**config.mk**
```make
export PLATFORM = sky130hd
export DESIGN_NAME = sri_lane
export DESIGN_NICKNAME = d
export VERILOG_FILES = /design/src/rtl/sri_pkg.sv /design/src/rtl/sri_divider.sv /design/src/rtl/sri_lane.sv
export SDC_FILE = /design/constraint.sdc
export NUM_CORES = 1
export LEC_CHECK = 0
export BUFFER_PORTS_ARGS = -buffer_cell sky130_fd_sc_hd__buf_2
export CORE_MARGIN = 1.5
export CORE_UTILIZATION = 50
export CTS_CLUSTER_SIZE = 10
export DETAILED_ROUTE_END_ITERATION = 6
export PLACE_DENSITY = 0.68
export SLEW_MARGIN = 20
export SYNTH_ARGS = -nofsm -noshare
export SYNTH_HDL_FRONTEND = slang
export SYNTH_SLANG_ARGS = --single-unit
export TNS_END_PERCENT = 20
```
**constraint.sdc**
```tcl
create_clock -name clk -period 10.3 [get_ports clk]
set_input_delay 0.515 -clock clk [delete_from_list [all_inputs] [get_ports clk]]
set_output_delay 0.515 -clock clk [all_outputs]
set_load 0.1 [all_outputs]
```
**src/rtl/sri_pkg.sv**
```systemverilog
// ----------------------------------------------------------------------------
// sri_pkg
// Shared constants, types and a helper function of the servo ramp interpolator.
// ----------------------------------------------------------------------------
package sri_pkg;

    localparam int FIELD_SERVOS      = 4;
    localparam int SERVO_COUNT_DEF   = 4;

    localparam int DEG_W     = 8;
    localparam int ANGLE_W   = 16;
    localparam int STEP_W    = 18;
    localparam int TICKS_W   = 13;
    localparam int DUR_W     = 16;
    localparam int PULSE_W   = 12;
    localparam int TRIM_W    = 8;
    localparam int SPAN_W    = PULSE_W + 1;
    localparam int CLAMP_W   = ANGLE_W + 3;
    localparam int PROD_W    = ANGLE_W + 1 + SPAN_W;
    localparam int SUM_W     = 22;
    localparam int BASE_W    = 18;
    localparam int CFG_IDX_W = 3;
    localparam int CFG_DAT_W = 12;

    localparam int DIVIDEND_W = 19;
    localparam int DIVISOR_W  = DUR_W;
    localparam int QUOT_W     = 17;

    localparam int MAX_DEG   = 180;
    localparam int RESET_DEG = 80;
    localparam int TICK_MS   = 10;
    localparam int FULL_Q    = MAX_DEG * 256;

    // pulse = floor(num / 46080) done as (num >> 10) / 45
    localparam int DIV_SHIFT   = 10;
    localparam int SCALE_MUL   = FULL_Q / 1024;
    localparam int RECIP_SHIFT = 24;
    localparam int RECIP_W     = 19;
    localparam int RECIP_45    = ((1 << RECIP_SHIFT) + SCALE_MUL - 1) / SCALE_MUL;
    localparam int SCALE_W     = BASE_W + RECIP_W;

    // ceil(d / 10) as ((d + 9) * 52429) >> 19
    localparam int TICK_RECIP       = 52429;
    localparam int TICK_RECIP_SHIFT = 19;
    localparam int TICK_RECIP_W     = 16;
    localparam int TICK_PROD_W      = DUR_W + 1 + TICK_RECIP_W;

    localparam logic [PULSE_W-1:0] MIN_PULSE_RST = PULSE_W'(544);
    localparam logic [PULSE_W-1:0] MAX_PULSE_RST = PULSE_W'(2400);

    localparam logic CMD_MOVE = 1'b0;
    localparam logic CMD_TICK = 1'b1;

    typedef enum logic [CFG_IDX_W-1:0] {
        REG_MIN_PULSE = 3'd0,
        REG_MAX_PULSE = 3'd1,
        REG_REVERSE   = 3'd2,
        REG_TRIM_0    = 3'd3,
        REG_TRIM_1    = 3'd4,
        REG_TRIM_2    = 3'd5,
        REG_TRIM_3    = 3'd6
    } sri_reg_idx_t;

    typedef enum logic [2:0] {
        ST_IDLE,
        ST_DIVIDE,
        ST_TRIM,
        ST_SPAN,
        ST_SUM,
        ST_SCALE,
        ST_DELIVER
    } sri_state_t;

    typedef struct packed {
        logic move_en;
        logic snap;
        logic tick_en;
        logic last_tick;
        logic trim_en;
        logic span_en;
        logic sum_en;
        logic scale_en;
    } sri_lane_ctrl_t;

    // saturate a signed 19-bit value with 8 fraction bits into 0..180 degrees in Q8.8
    function automatic logic [ANGLE_W-1:0] clamp_q(input logic signed [CLAMP_W-1:0] v);
        logic [ANGLE_W-1:0] r;
        if (v < 0)
        begin
            r = '0;
        end
        else if (v > $signed(CLAMP_W'(FULL_Q)))
        begin
            r = ANGLE_W'(FULL_Q);
        end
        else
        begin
            r = v[ANGLE_W-1:0];
        end
        return r;
    endfunction

endpackage

```
**src/rtl/sri_divider.sv**
```systemverilog
// ----------------------------------------------------------------------------
// sri_divider
// Restoring unsigned divider, one quotient bit per cycle.
// ----------------------------------------------------------------------------
module sri_divider #(
    parameter int DIVIDEND_W = sri_pkg::DIVIDEND_W,
    parameter int DIVISOR_W  = sri_pkg::DIVISOR_W
) (
    input  logic                  clk,
    input  logic                  rst_n,
    input  logic                  start,
    input  logic [DIVIDEND_W-1:0] dividend,
    input  logic [DIVISOR_W-1:0]  divisor,
    output logic                  done,
    output logic [DIVIDEND_W-1:0] quotient
);
    localparam int CNT_W = $clog2(DIVIDEND_W);

    logic                  busy_reg;
    logic                  done_reg;
    logic [CNT_W-1:0]      count_reg;
    logic [DIVISOR_W-1:0]  rem_reg;
    logic [DIVIDEND_W-1:0] quo_reg;
    logic [DIVISOR_W-1:0]  div_reg;

    logic [DIVISOR_W:0]    rem_shift;
    logic [DIVISOR_W+1:0]  trial;

    always_comb
    begin
        rem_shift = {rem_reg, quo_reg[DIVIDEND_W-1]};
        trial     = {1'b0, rem_shift} - {2'b00, div_reg};
    end

    always_ff @(posedge clk or negedge rst_n)
    begin
        if (!rst_n)
        begin
            busy_reg  <= 1'b0;
            done_reg  <= 1'b0;
            count_reg <= '0;
        end
        else
        begin
            done_reg <= 1'b0;
            if (start)
            begin
                busy_reg  <= 1'b1;
                count_reg <= '0;
            end
            else if (busy_reg)
            begin
                count_reg <= count_reg + CNT_W'(1);
                if (count_reg == CNT_W'(DIVIDEND_W - 1))
                begin
                    busy_reg <= 1'b0;
                    done_reg <= 1'b1;
                end
            end
        end
    end

    always_ff @(posedge clk)
    begin
        if (start)
        begin
            rem_reg <= '0;
            quo_reg <= dividend;
            div_reg <= divisor;
        end
        else if (busy_reg)
        begin
            if (!trial[DIVISOR_W+1])
            begin
                rem_reg <= trial[DIVISOR_W-1:0];
                quo_reg <= {quo_reg[DIVIDEND_W-2:0], 1'b1};
            end
            else
            begin
                rem_reg <= rem_shift[DIVISOR_W-1:0];
                quo_reg <= {quo_reg[DIVIDEND_W-2:0], 1'b0};
            end
        end
    end

    assign done     = done_reg;
    assign quotient = quo_reg;

endmodule

```
**src/rtl/sri_lane.sv**
```systemverilog
// ----------------------------------------------------------------------------
// sri_lane
// One servo: ramp state, step division and the pulse width pipeline.
// ----------------------------------------------------------------------------
module sri_lane (
    input  logic                                  clk,
    input  logic                                  rst_n,
    input  sri_pkg::sri_lane_ctrl_t               ctrl,
    input  logic [sri_pkg::DEG_W-1:0]             target,
    input  logic [sri_pkg::DUR_W-1:0]             duration_ms,
    input  logic signed [sri_pkg::TRIM_W-1:0]     trim,
    input  logic                                  reverse,
    input  logic [sri_pkg::PULSE_W-1:0]           min_pulse_us,
    input  logic signed [sri_pkg::SPAN_W-1:0]     span,
    output logic                                  div_done,
    output logic [sri_pkg::DEG_W-1:0]             angle,
    output logic [sri_pkg::PULSE_W-1:0]           pulse
);
    import sri_pkg::*;

    logic [ANGLE_W-1:0]        angle_reg;
    logic [ANGLE_W-1:0]        angle_next;
    logic signed [STEP_W-1:0]  step_reg;
    logic signed [STEP_W-1:0]  step_next;
    logic [DEG_W-1:0]          goal_reg;
    logic                      neg_reg;

    logic [ANGLE_W-1:0]        a_reg;
    logic [ANGLE_W-1:0]        a_next;
    logic signed [PROD_W-1:0]  prod_reg;
    logic signed [PROD_W-1:0]  prod_next;
    logic [BASE_W-1:0]         q1_reg;
    logic [BASE_W-1:0]         q1_next;
    logic [PULSE_W-1:0]        pulse_reg;

    logic [DEG_W-1:0]          goal_sat;
    logic signed [ANGLE_W+1:0] diff;
    logic [ANGLE_W:0]          diff_mag;
    logic [DIVIDEND_W-1:0]     dividend;
    logic [DIVIDEND_W-1:0]     quotient;
    logic                      quo_done;
    logic signed [CLAMP_W-1:0] ramp_sum;
    logic signed [CLAMP_W-1:0] trimmed;
    logic [BASE_W-1:0]         base;
    logic signed [SUM_W-1:0]   sum_wide;
    logic [SCALE_W-1:0]        scaled;

    // step = trunc((goal - angle) * 10 / duration)
    always_comb
    begin
        goal_sat = (target > DEG_W'(MAX_DEG)) ? DEG_W'(MAX_DEG) : target;
        diff     = $signed({2'b00, goal_sat, 8'h00}) - $signed({2'b00, angle_reg});
        diff_mag = diff[ANGLE_W+1] ? (ANGLE_W+1)'(-diff) : diff[ANGLE_W:0];
        dividend = DIVIDEND_W'({diff_mag, 3'b000}) + DIVIDEND_W'({diff_mag, 1'b0});
    end

    sri_divider #(
        .DIVIDEND_W (DIVIDEND_W),
        .DIVISOR_W  (DIVISOR_W)
    ) u_div (
        .clk      (clk),
        .rst_n    (rst_n),
        .start    (ctrl.move_en && !ctrl.snap),
        .dividend (dividend),
        .divisor  (duration_ms),
        .done     (quo_done),
        .quotient (quotient)
    );

    always_comb
    begin
        ramp_sum = $signed({3'b000, angle_reg}) + $signed({step_reg[STEP_W-1], step_reg});
        angle_next = angle_reg;
        if (ctrl.move_en && ctrl.snap)
        begin
            angle_next = {goal_sat, 8'h00};
        end
        else if (ctrl.tick_en)
        begin
            angle_next = ctrl.last_tick ? {goal_reg, 8'h00} : clamp_q(ramp_sum);
        end

        step_next = step_reg;
        if (ctrl.move_en && ctrl.snap)
        begin
            step_next = '0;
        end
        else if (quo_done)
        begin
            step_next = neg_reg ? -$signed({1'b0, quotient[QUOT_W-1:0]})
                                :  $signed({1'b0, quotient[QUOT_W-1:0]});
        end
    end

    always_ff @(posedge clk or negedge rst_n)
    begin
        if (!rst_n)
        begin
            angle_reg <= ANGLE_W'(RESET_DEG * 256);
            step_reg  <= '0;
            goal_reg  <= DEG_W'(RESET_DEG);
            neg_reg   <= 1'b0;
        end
        else
        begin
            angle_reg <= angle_next;
            step_reg  <= step_next;
            if (ctrl.move_en)
            begin
                goal_reg <= goal_sat;
                neg_reg  <= diff[ANGLE_W+1];
            end
        end
    end

    // pulse pipeline: trim and mirror, span product, offset, divide by 46080
    always_comb
    begin
        trimmed = $signed({3'b000, angle_reg}) + $signed({{3{trim[TRIM_W-1]}}, trim, 8'h00});
        a_next  = clamp_q(trimmed);
        if (reverse)
        begin
            a_next = ANGLE_W'(FULL_Q) - a_next;
        end
        prod_next = $signed({1'b0, a_reg}) * span;
        base      = BASE_W'(min_pulse_us * BASE_W'(SCALE_MUL));
        sum_wide  = $signed({{(SUM_W-BASE_W){1'b0}}, base}) + SUM_W'(prod_reg >>> DIV_SHIFT);
        q1_next   = sum_wide[BASE_W-1:0];
        scaled    = SCALE_W'(q1_reg) * SCALE_W'(RECIP_45);
    end

    always_ff @(posedge clk)
    begin
        if (ctrl.trim_en)
        begin
            a_reg <= a_next;
        end
        if (ctrl.span_en)
        begin
            prod_reg <= prod_next;
        end
        if (ctrl.sum_en)
        begin
            q1_reg <= q1_next;
        end
        if (ctrl.scale_en)
        begin
            pulse_reg <= scaled[RECIP_SHIFT+PULSE_W-1:RECIP_SHIFT];
        end
    end

    assign div_done = quo_done;
    assign angle    = angle_reg[ANGLE_W-1:8];
    assign pulse    = pulse_reg;

endmodule

```
==> results of run 1 <==
[critical path: cells and delay by family (launching register included)]
kind / cells / cell delay (ns)
compound gates: 8 / 2.04
flops: 1 / 0.64
xor+xnor: 1 / 0.12
simple gates: 2 / 0.36
fa+ha+maj: 7 / 3.18
buf+inv: 3 / 0.14
[final timing paths]
path,from,endpoint,slack (ns),cells past startpoint
setup / recovery,a_reg[5],prod_reg[27],3.56,21
hold / removal,rst_n,goal_reg[3],0.14,2
setup reg to reg,a_reg[5],prod_reg[27],3.56,21
hold reg to reg,goal_reg[4],goal_reg[4],0.50,2
max in group asynchronous,rst_n,u_div.busy_reg,9.65,2
min in group clk,duration_ms[14],u_div.div_reg[14],0.20,1
[cell type report]
cell class,count,area [um2],share of cell area [%]
Inverter,441,1655,6.636
Tap cell,607,759.5,3.044
Timing Repair Buffer,92,470.5,1.886
Sequential cell,165,4551,18.24
Clock buffer,17,425.4,1.705
Multi-Input combinational cell,1813,16940,67.90
Clock inverter,15,146.4,0.5868
[synth_stat cells (7+ instances only)]
library cell  count
buf_4             8
o21ai_1          10
nand2b_1         27
xnor2_1          86
fa_1            283
xor2_1           55
a31oi_1          11
nor2b_1          23
nand2_1         222
nor2_1          137
dfxtp_1          16
mux2i_1          11
a32o_1            7
clkbuf_1         61
mux2_2            7
nor4_1            7
nand4_1           8
a21oi_1         102
dfrtp_1          46
o41ai_1           9
o31ai_1           8
or2_2             7
o21a_1           21
a211oi_1         30
edfxtp_1         99
nand3_1          34
and2_1           78
o21ai_0          99
nor3_1           39
ha_1            325
or3_1            20
a21o_1           25
o31a_1            7
inv_1           441
o21bai_1         13
[logic make-up (layout without fill, tap and decap cells)]
| kind of cell | Yosys count | after routing | synth area share, % |
|---|---|---|---|
| multiplexers | 18 | 18 | 0.8056 |
| AND/OR/NAND/NOR | 645 | 645 | 13.41 |
| flip-flops | 165 | 165 | 19.40 |
| adder cells (fa/ha/maj) | 608 | 608 | 41.50 |
| AO/OA/AOI/OAI | 401 | 401 | 11.19 |
| buffers and inverters | 516 | 565 | 8.440 |
| XOR/XNOR | 141 | 141 | 5.266 |
[stage by stage]
stage	worst slack [ns]	hold WS [ns]	instance area [um2]
floorplan	4.054	0.2194	23450
detailed placement	3.410	0.4934	24360
global route	3.107	0.1802	24950
CTS	3.489	0.1405	24930
global placement	3.532	0.4834	24360
finish	3.562	0.1357	24950
[metal layers]
| metal | GRT usage [%] | up-vias | wire length, um |
|---|---|---|---|
| met5 | 0 | - | 0 |
| met4 | 7.710 | 0 | 1373 |
| met3 | 3.906 | 99 | 2048 |
| met2 | 37.88 | 339 | 25100 |
| met1 | 29.12 | 8478 | 22550 |
| li1 | - | 8318 | - |
==> results.sh, run 1 <==
export IMPL_outcome="completed"
export IMPL_cts_sinks=165
export IMPL_antenna_left=0
export IMPL_final_util_pct=53.70
export IMPL_grt_use_total_pct=22.46
export IMPL_layout_common_cells="inv_1 (440), ha_1 (325), fa_1 (283)"
export IMPL_diodes=0
export IMPL_drtIter0Drc=802
export IMPL_die_h_um=219.6
export IMPL_min_period_over_period_pct=65.41
export IMPL_clk_pin_slew_worst_paths_ns=0.07
export IMPL_synth_warnings=0
export IMPL_cts_resized=0
export IMPL_start_kind="flop"
export IMPL_hold_viol=0
export IMPL_clkLatencyLatePin_ns=0.49
export IMPL_rsz0062_at_grt="false"
export IMPL_end_kind="flop"
export IMPL_cpMostUsedCell="fa_1"
export IMPL_synth_area_leader_cell="fa_1"
export IMPL_drc_errors=0
export IMPL_initial_core_util_pct=50.48
export IMPL_slew_violations=0
export IMPL_cts_made_buffers=17
export IMPL_place_gp_congestion=0.9423
export IMPL_min_path_type="input port to asynchronous set/reset pin"
export IMPL_vias=17230
export IMPL_syn_mean_instance_area_um2=9.404
export IMPL_routed_via_density=5.471
export IMPL_netlist_area_um2=23450
export IMPL_grt_overflow_total=0
export IMPL_final_common_cell="inv_1"
export IMPL_fin_tns_setup_ns=0
export IMPL_grt_start_max_net_pins=54
export IMPL_path_class="flop to flop"
export IMPL_seq_area_frac_synth_pct=19.40
export IMPL_cts_setup_buffers=0
export IMPL_first_pass_iters=5
export IMPL_synth_seq_cells=165
export IMPL_final_cells=3150
export IMPL_netlist_top_cells_area="fa_1 (24%), ha_1 (17%), edfxtp_1 (13%)"
export IMPL_largest_register_ffs=19
export IMPL_die_area_um2=48210
export IMPL_port_buffers=88
export IMPL_area_delta_synth_final_pct=6.370
export IMPL_cts_hold_buf=0
export IMPL_crit_fanout=13
export IMPL_fillCellCount=4214
export IMPL_num_rows=79
export IMPL_synthDominantCellAreaShare_pct=24.16
export IMPL_core_area_um2=46460
export IMPL_drv_cap=0
export IMPL_cts_root_buf="clkbuf_16"
export IMPL_arrival_ns=6.96
export IMPL_worst_slew_pin_slew_ns=1.016
export IMPL_dp_hpwl_mm=41.62
export IMPL_crit_slowest_cell="edfxtp_1"
export IMPL_cts_tree="yes"
export IMPL_fin_skew_ns=0.01392
export IMPL_dp_cells=3118
export IMPL_ys_types=90
export IMPL_path_cells="nand2_1, fa_1, inv_1, fa_1, fa_1, inv_1, fa_1, fa_1, inv_1, ha_1, ha_1, a211oi_1, and2_1, a211oi_1, o41ai_1, o31ai_1, o2111a_1, o21a_1, o21a_1, o41ai_1, xnor2_1"
export IMPL_ioPinCount=89
export IMPL_relSlewSlack_pct=32.28
export IMPL_die_width_um=219.6
export IMPL_synthArstFlopShare_pct=30.30
export IMPL_wire_per_inst_um=16.21
export IMPL_syn_nets=3170
export IMPL_setup_viol=0
export IMPL_grt_pass1_wl_mm=86.22
export IMPL_max_stage_delay_ns=0.64
export IMPL_min_period_ns=6.738
export IMPL_htreeDepth=4
export IMPL_cp_required_ns=10.52
export IMPL_synthCells=2494
export IMPL_clk_path_buf_depth=2
export IMPL_fin_nets=3206
export IMPL_wirelength_mm=51.07
export IMPL_synth_main_ff_cell="edfxtp_1"
export IMPL_grt_pass1_vias=17750
export IMPL_synth_edf_count=99
export IMPL_drive_gt1_share_pct=6.528
export IMPL_grt_antenna_before_repair=0
export IMPL_fmax_ghz=0.1484
Power of run 1 is not shown: default switching activity piles up to over one toggle a cycle in this logic, so the estimate is an artifact.
==> run 2: changes to the inputs <==
--- a/config.mk
+++ b/config.mk
@@ -5,6 +5,7 @@
 export SDC_FILE = /design/constraint.sdc
 export NUM_CORES = 1
 export LEC_CHECK = 0
+export ABC_AREA = 1
 export BUFFER_PORTS_ARGS = -buffer_cell sky130_fd_sc_hd__buf_2
 export CORE_MARGIN = 1.5
 export CORE_UTILIZATION = 50
==> constraint.sdc (replaced) <==
create_clock -name clk -period 6.5 [get_ports clk]
set_input_delay 0.325 -clock clk [delete_from_list [all_inputs] [get_ports clk]]
set_output_delay 0.325 -clock clk [all_outputs]
set_load 0.1 [all_outputs]
==> run 2 against run 1 <==
Against the previous run: hold slack got worse by 0.032 ns; maximum frequency rose by 14%; non-clock buffer count rose by 24; utilization rose by 0.99 points; die area rose by 4.2%; sequential share of layout area fell by 0.89 points; sequential cell count did not move; register-to-register slack got worse by 2.9 ns; first-iteration DRC count rose by 52%; final cell count rose by 18%; via count rose by 13%; worst setup slack got worse by 2.9 ns; largest cell class unchanged.
==> results.sh, run 2 <==
export IMPL_hold_viol=0
export IMPL_grt_use_total_pct=24.11
export IMPL_area_delta_synth_final_pct=7.285
export IMPL_cts_resized=0
export IMPL_setup_viol=0
export IMPL_drc_errors=0
export IMPL_path_class="flop to flop"
export IMPL_grt_antenna_before_repair=1
export IMPL_cpMostUsedCell="fa_1"
export IMPL_fin_skew_ns=0.01098
export IMPL_final_common_cell="nand2_1"
export IMPL_synthDominantCellAreaShare_pct=23.18
export IMPL_synth_warnings=0
export IMPL_routed_via_density=5.240
export IMPL_cts_sinks=165
export IMPL_min_path_type="input port to flop"
export IMPL_crit_slowest_cell="edfxtp_1"
export IMPL_wire_per_inst_um=15.46
export IMPL_end_kind="flop"
export IMPL_arrival_ns=6.12
export IMPL_synthCells=3026
export IMPL_max_stage_delay_ns=0.72
export IMPL_diodes=0
export IMPL_num_rows=80
export IMPL_first_pass_iters=5
export IMPL_die_h_um=224.1
export IMPL_fin_tns_setup_ns=0
export IMPL_cts_made_buffers=17
export IMPL_drv_cap=0
export IMPL_port_buffers=88
export IMPL_die_width_um=224.1
export IMPL_start_kind="flop"
export IMPL_core_area_um2=47950
export IMPL_die_area_um2=50220
export IMPL_synth_main_ff_cell="edfxtp_1"
export IMPL_relSlewSlack_pct=28.69
export IMPL_crit_fanout=13
export IMPL_antenna_left=0
export IMPL_ys_types=55
export IMPL_grt_start_max_net_pins=51
export IMPL_fmax_ghz=0.1699
export IMPL_drive_gt1_share_pct=5.990
export IMPL_synth_edf_count=99
export IMPL_worst_slew_pin_slew_ns=1.066
export IMPL_synthTopCellsByCount="nand2_1 (661), inv_1 (657), ha_1 (325), fa_1 (283)"
export IMPL_place_gp_congestion=0.9088
export IMPL_slew_violations=0
export IMPL_synth_area_leader_cell="fa_1"
export IMPL_initial_core_util_pct=50.98
export IMPL_fin_nets=3768
export IMPL_synthArstFlopShare_pct=30.30
export IMPL_layout_common_cells="nand2_1 (661), inv_1 (657), ha_1 (325)"
export IMPL_netlist_area_um2=24440
export IMPL_min_period_ns=5.886
export IMPL_clkLatencyLatePin_ns=0.49
export IMPL_grt_pass1_vias=19760
export IMPL_syn_mean_instance_area_um2=8.077
export IMPL_cp_required_ns=6.74
export IMPL_min_period_over_period_pct=90.56
export IMPL_clk_pin_slew_worst_paths_ns=0.08
export IMPL_clk_path_buf_depth=2
export IMPL_path_cells="nand2_1, fa_1, fa_1, fa_1, fa_1, inv_1, fa_1, fa_1, ha_1, nand2_1, inv_1, nand4_1, o21ai_0, nand3_1, nand2_1, a21oi_1, xnor2_1"
export IMPL_dp_hpwl_mm=48.11
export IMPL_grt_pass1_wl_mm=96.50
export IMPL_htreeDepth=4
export IMPL_grt_overflow_total=0
export IMPL_largest_register_ffs=19
export IMPL_wirelength_mm=57.50
export IMPL_crit_buf_inv=2
export IMPL_ioPinCount=89
export IMPL_seq_area_frac_synth_pct=18.61
export IMPL_yosysMostFrequentCell="nand2_1"
export IMPL_syn_nets=3702
export IMPL_drtIter0Drc=1218
export IMPL_crit_family="adder cells"
export IMPL_cts_root_buf="clkbuf_16"
export IMPL_synth_seq_cells=165
export IMPL_outcome="completed"
export IMPL_cts_tree="yes"
export IMPL_rsz0062_at_grt="false"
export IMPL_vias=19490
export IMPL_netlist_top_cells_area="fa_1 (23%), ha_1 (17%), edfxtp_1 (12%)"
==> run 2: worst min-delay path: cells and delay by family <==
| family | cells | cell delay, ns |
|---|---|---|
| buf+inv | 1 | 0.12 |
| compound gates | 1 | 0.06 |
| simple gates | 1 | 0.05 |
==> run 2: layer usage <==
metal  wire [um]  vias up  GRT usage (%)
met4        1724        2          8.370
met1       25010     9377          30.71
met5          13        -              0
met2       28590      390          41.36
li1            -     9624              -
met3        2159       99          4.066
==> run 2: kinds of logic (layout without fill, tap and decap cells) <==
family | after synthesis | count (layout) | share of synthesized area (%)
simple gates | 1041 | 1041 | 17.91
buf+inv | 734 | 813 | 11.46
fa+ha+maj | 608 | 608 | 39.82
compound gates | 371 | 371 | 8.304
flops | 165 | 165 | 18.61
xor+xnor | 107 | 107 | 3.896
==> run 2: final cells by class <==
class / count / area [um2]
Clock buffer: 17 / 425.4
Clock inverter: 15 / 186.4
Fill cell: 4445 / 21720
Inverter: 665 / 2499
Multi-Input combinational cell: 2127 / 17100
Sequential cell: 165 / 4549
Tap cell: 615 / 769.5
Timing Repair Buffer: 116 / 693.2
==> run 2: stage by stage <==
| step | utilization (%) | area, um2 | setup WS [ns] | cells | hold WS [ns] |
|---|---|---|---|---|---|
| 3_5_place_dp | 53.06 | 25440 | 0.6105 | 3671 | 0.4631 |
| 5_1_grt | 54.69 | 26220 | 0.2890 | 3720 | 0.1362 |
| 6_report | 54.69 | 26220 | 0.6136 | 3720 | 0.1039 |
| 4_1_cts | 54.69 | 26220 | 0.6192 | 3720 | 0.07201 |
| 3_3_place_gp | 53.06 | 25440 | 0.7705 | 3671 | 0.4551 |
| 2_1_floorplan | - | 24440 | 0.9379 | 3026 | 0.02941 |
==> run 2: path summary, 6_finish.rpt <==
check	from	cells past startpoint	slack (ns)	to
setup / recovery	a_reg[2]	17	0.61	prod_reg[23]
hold reg to reg	u_div.rem_reg[9]	2	0.48	u_div.rem_reg[9]
hold / removal	target[7]	3	0.10	goal_reg[7]
max in group asynchronous	rst_n	3	5.52	goal_reg[7]
setup reg to reg	a_reg[2]	17	0.61	prod_reg[23]
min in group asynchronous	rst_n	3	0.50	u_div.busy_reg
==> run 2: repair_timing <==
action / in CTS / in global routing
hold buffers: 17 / 0
hold endpoints to repair: 62 / 0
endpoints found under the setup margin: 0 / 0
buffers inserted: 0 / 0
Power of run 2 is left out for the same reason.
==> run 3: changes to the inputs <==
--- a/config.mk
+++ b/config.mk
@@ -7,11 +7,12 @@
 export LEC_CHECK = 0
 export ABC_AREA = 1
 export BUFFER_PORTS_ARGS = -buffer_cell sky130_fd_sc_hd__buf_2
+export CAP_MARGIN = 10
 export CORE_MARGIN = 1.5
 export CORE_UTILIZATION = 50
 export CTS_CLUSTER_SIZE = 10
 export DETAILED_ROUTE_END_ITERATION = 6
-export PLACE_DENSITY = 0.68
+export PLACE_DENSITY = 0.67
 export SLEW_MARGIN = 20
 export SYNTH_ARGS = -nofsm -noshare
 export SYNTH_HDL_FRONTEND = slang
==> constraint.sdc (replaced) <==
create_clock -name clk -period 6.5 [get_ports clk]
set_input_delay 1.3 -clock clk [delete_from_list [all_inputs] [get_ports clk]]
set_output_delay 1.3 -clock clk [all_outputs]
set_load 0.1 [all_outputs]
==> run 3 against run 2 <==
Against the previous run: wire length is 0.25% lower; critical path depth is 4 higher; highest routed layer is now met4; first-iteration DRC count is 7.9% lower; sequential cell count stayed put; final cell count is 0.13% higher; worst setup slack worse by 0.19 ns; critical endpoint is now prod_reg[26]; via count hardly changed; clock skew is 0.0016 ns higher; sequential share of layout area hardly changed; maximum frequency is 3.1% lower; non-clock buffer count is 4 higher; count of clock-buffer cells in the layout stayed put.
==> results.sh, run 3 (synthesis results as in run 2) <==
export IMPL_arrival_ns=6.31
export IMPL_initial_core_util_pct=50.98
export IMPL_fin_tns_setup_ns=0
export IMPL_vias=19480
export IMPL_antenna_left=0
export IMPL_rsz0062_at_grt="false"
export IMPL_slew_violations=0
export IMPL_post_dp_cell_area_um2=25610
export IMPL_final_util_pct=54.71
export IMPL_grt_pass1_vias=19770
export IMPL_cts_hold_buf=0
export IMPL_fillCellCount=4457
export IMPL_min_period_over_period_pct=93.45
export IMPL_worst_slew_pin_slew_ns=1.067
export IMPL_holdPathStages=1
export IMPL_crit_fanout=11
export IMPL_core_area_um2=47950
export IMPL_setup_viol=0
export IMPL_cp_required_ns=6.73
export IMPL_clkLatencyLatePin_ns=0.49
export IMPL_place_gp_congestion=0.9052
export IMPL_grt_start_max_net_pins=51
export IMPL_num_rows=80
export IMPL_drtIter0Drc=1122
export IMPL_fmax_ghz=0.1646
export IMPL_end_kind="flop"
export IMPL_min_path_type="flop to flop"
export IMPL_largest_register_ffs=19
export IMPL_reg2reg_to="prod_reg[26]"
export IMPL_dp_hpwl_mm=48.76
export IMPL_grt_use_total_pct=23.83
export IMPL_holdCritStartpoint="u_div.count_reg[4]"
export IMPL_fin_skew_ns=0.01257
export IMPL_cts_tree="yes"
export IMPL_port_buffers=88
export IMPL_rr_startpoint="a_reg[9]"
export IMPL_drv_cap=0
export IMPL_clk_path_buf_depth=2
export IMPL_relSlewSlack_pct=28.59
export IMPL_reg2reg_depth=20
export IMPL_seqCellArea_um2=4549
export IMPL_ioPinCount=89
export IMPL_clk_pin_slew_worst_paths_ns=0.08
export IMPL_cts_made_buffers=17
export IMPL_min_period_ns=6.075
export IMPL_cts_sinks=165
export IMPL_start_kind="input port"
export IMPL_die_h_um=224.1
export IMPL_drive_gt1_share_pct=6.658
export IMPL_final_common_cell="nand2_1"
export IMPL_min_to="u_div.count_reg[4]"
export IMPL_grt_antenna_before_repair=1
export IMPL_layout_common_cells="nand2_1 (661), inv_1 (657), ha_1 (325)"
export IMPL_cts_setup_buffers=0
export IMPL_routed_via_density=5.231
export IMPL_drc_errors=0
export IMPL_first_pass_iters=6
export IMPL_path_class="input port to flop"
export IMPL_die_area_um2=50220
export IMPL_design_area_um2=26230
export IMPL_outcome="completed"
export IMPL_multiInputGateArea_um2=17100
export IMPL_area_delta_synth_final_pct=7.326
export IMPL_fin_nets=3772
export IMPL_htreeDepth=4
export IMPL_wirelength_mm=57.36
export IMPL_grt_pass1_wl_mm=95.83
export IMPL_grt_overflow_total=0
export IMPL_cts_resized=0
export IMPL_cts_root_buf="clkbuf_16"
export IMPL_hold_viol=0
export IMPL_die_width_um=224.1
export IMPL_regToRegSetupSlack_ns=0.61
export IMPL_wire_per_inst_um=15.40
## run 3: worst max path at each step
stage | from | to | slack, ns
6_report | span[5] | prod_reg[26] | 0.43
2_1_floorplan | span[11] | prod_reg[26] | 0.02
5_1_grt | target[7] | u_div.quotient[13] | 0.02
3_5_place_dp | span[5] | prod_reg[26] | -0.05
3_3_place_gp | span[12] | prod_reg[26] | 0.04
4_1_cts | span[5] | prod_reg[26] | 0.48
## run 3: layout make-up
class	count	share of cell area (%)
diodes	1	0.009540
clock buffers	17	1.622
clock inverters	15	0.7298
inverters	665	9.525
multi-input cells	2127	65.18
flip-flops and latches	165	17.34
well taps	615	2.933
repair buffers	120	2.652
## run 3: through the flow
stage               hold WS [ns]  std cells  worst slack [ns]
finish                    0.4693       3725            0.4255
global route              0.4932       3725           0.01801
CTS                       0.4742       3724            0.4767
detailed placement        0.4619       3692          -0.05045
global placement          0.4555       3692           0.03738
floorplan                 0.4336       3026           0.01528
## run 3: metal layers
layer | vias up | track usage (%) | share of wire [%] | wire (um)
li1 | 9633 | - | - | -
met4 | 0 | 8.021 | 2.7 | 1535
met1 | 9348 | 29.71 | 43 | 24420
met3 | 95 | 3.161 | 4.0 | 2270
met5 | - | 0 | 0 | 0
met2 | 408 | 42.41 | 51 | 29130
## run 3: worst max-delay path: stages
cell and delay (ns):
buf_2 0.24, nand2_1 0.13, fa_1 0.57, fa_1 0.44, fa_1 0.49, inv_1 0.05
fa_1 0.55, inv_1 0.06, fa_1 0.53, inv_1 0.04, ha_1 0.28, ha_1 0.35
a21oi_1 0.19, o21ai_0 0.13, a21oi_1 0.14, nand2_1 0.11, nand3_1 0.09, nand2_1 0.08
a21oi_1 0.24, o21ai_0 0.14, xor2_1 0.15
Power of run 3 is left out for the same reason.
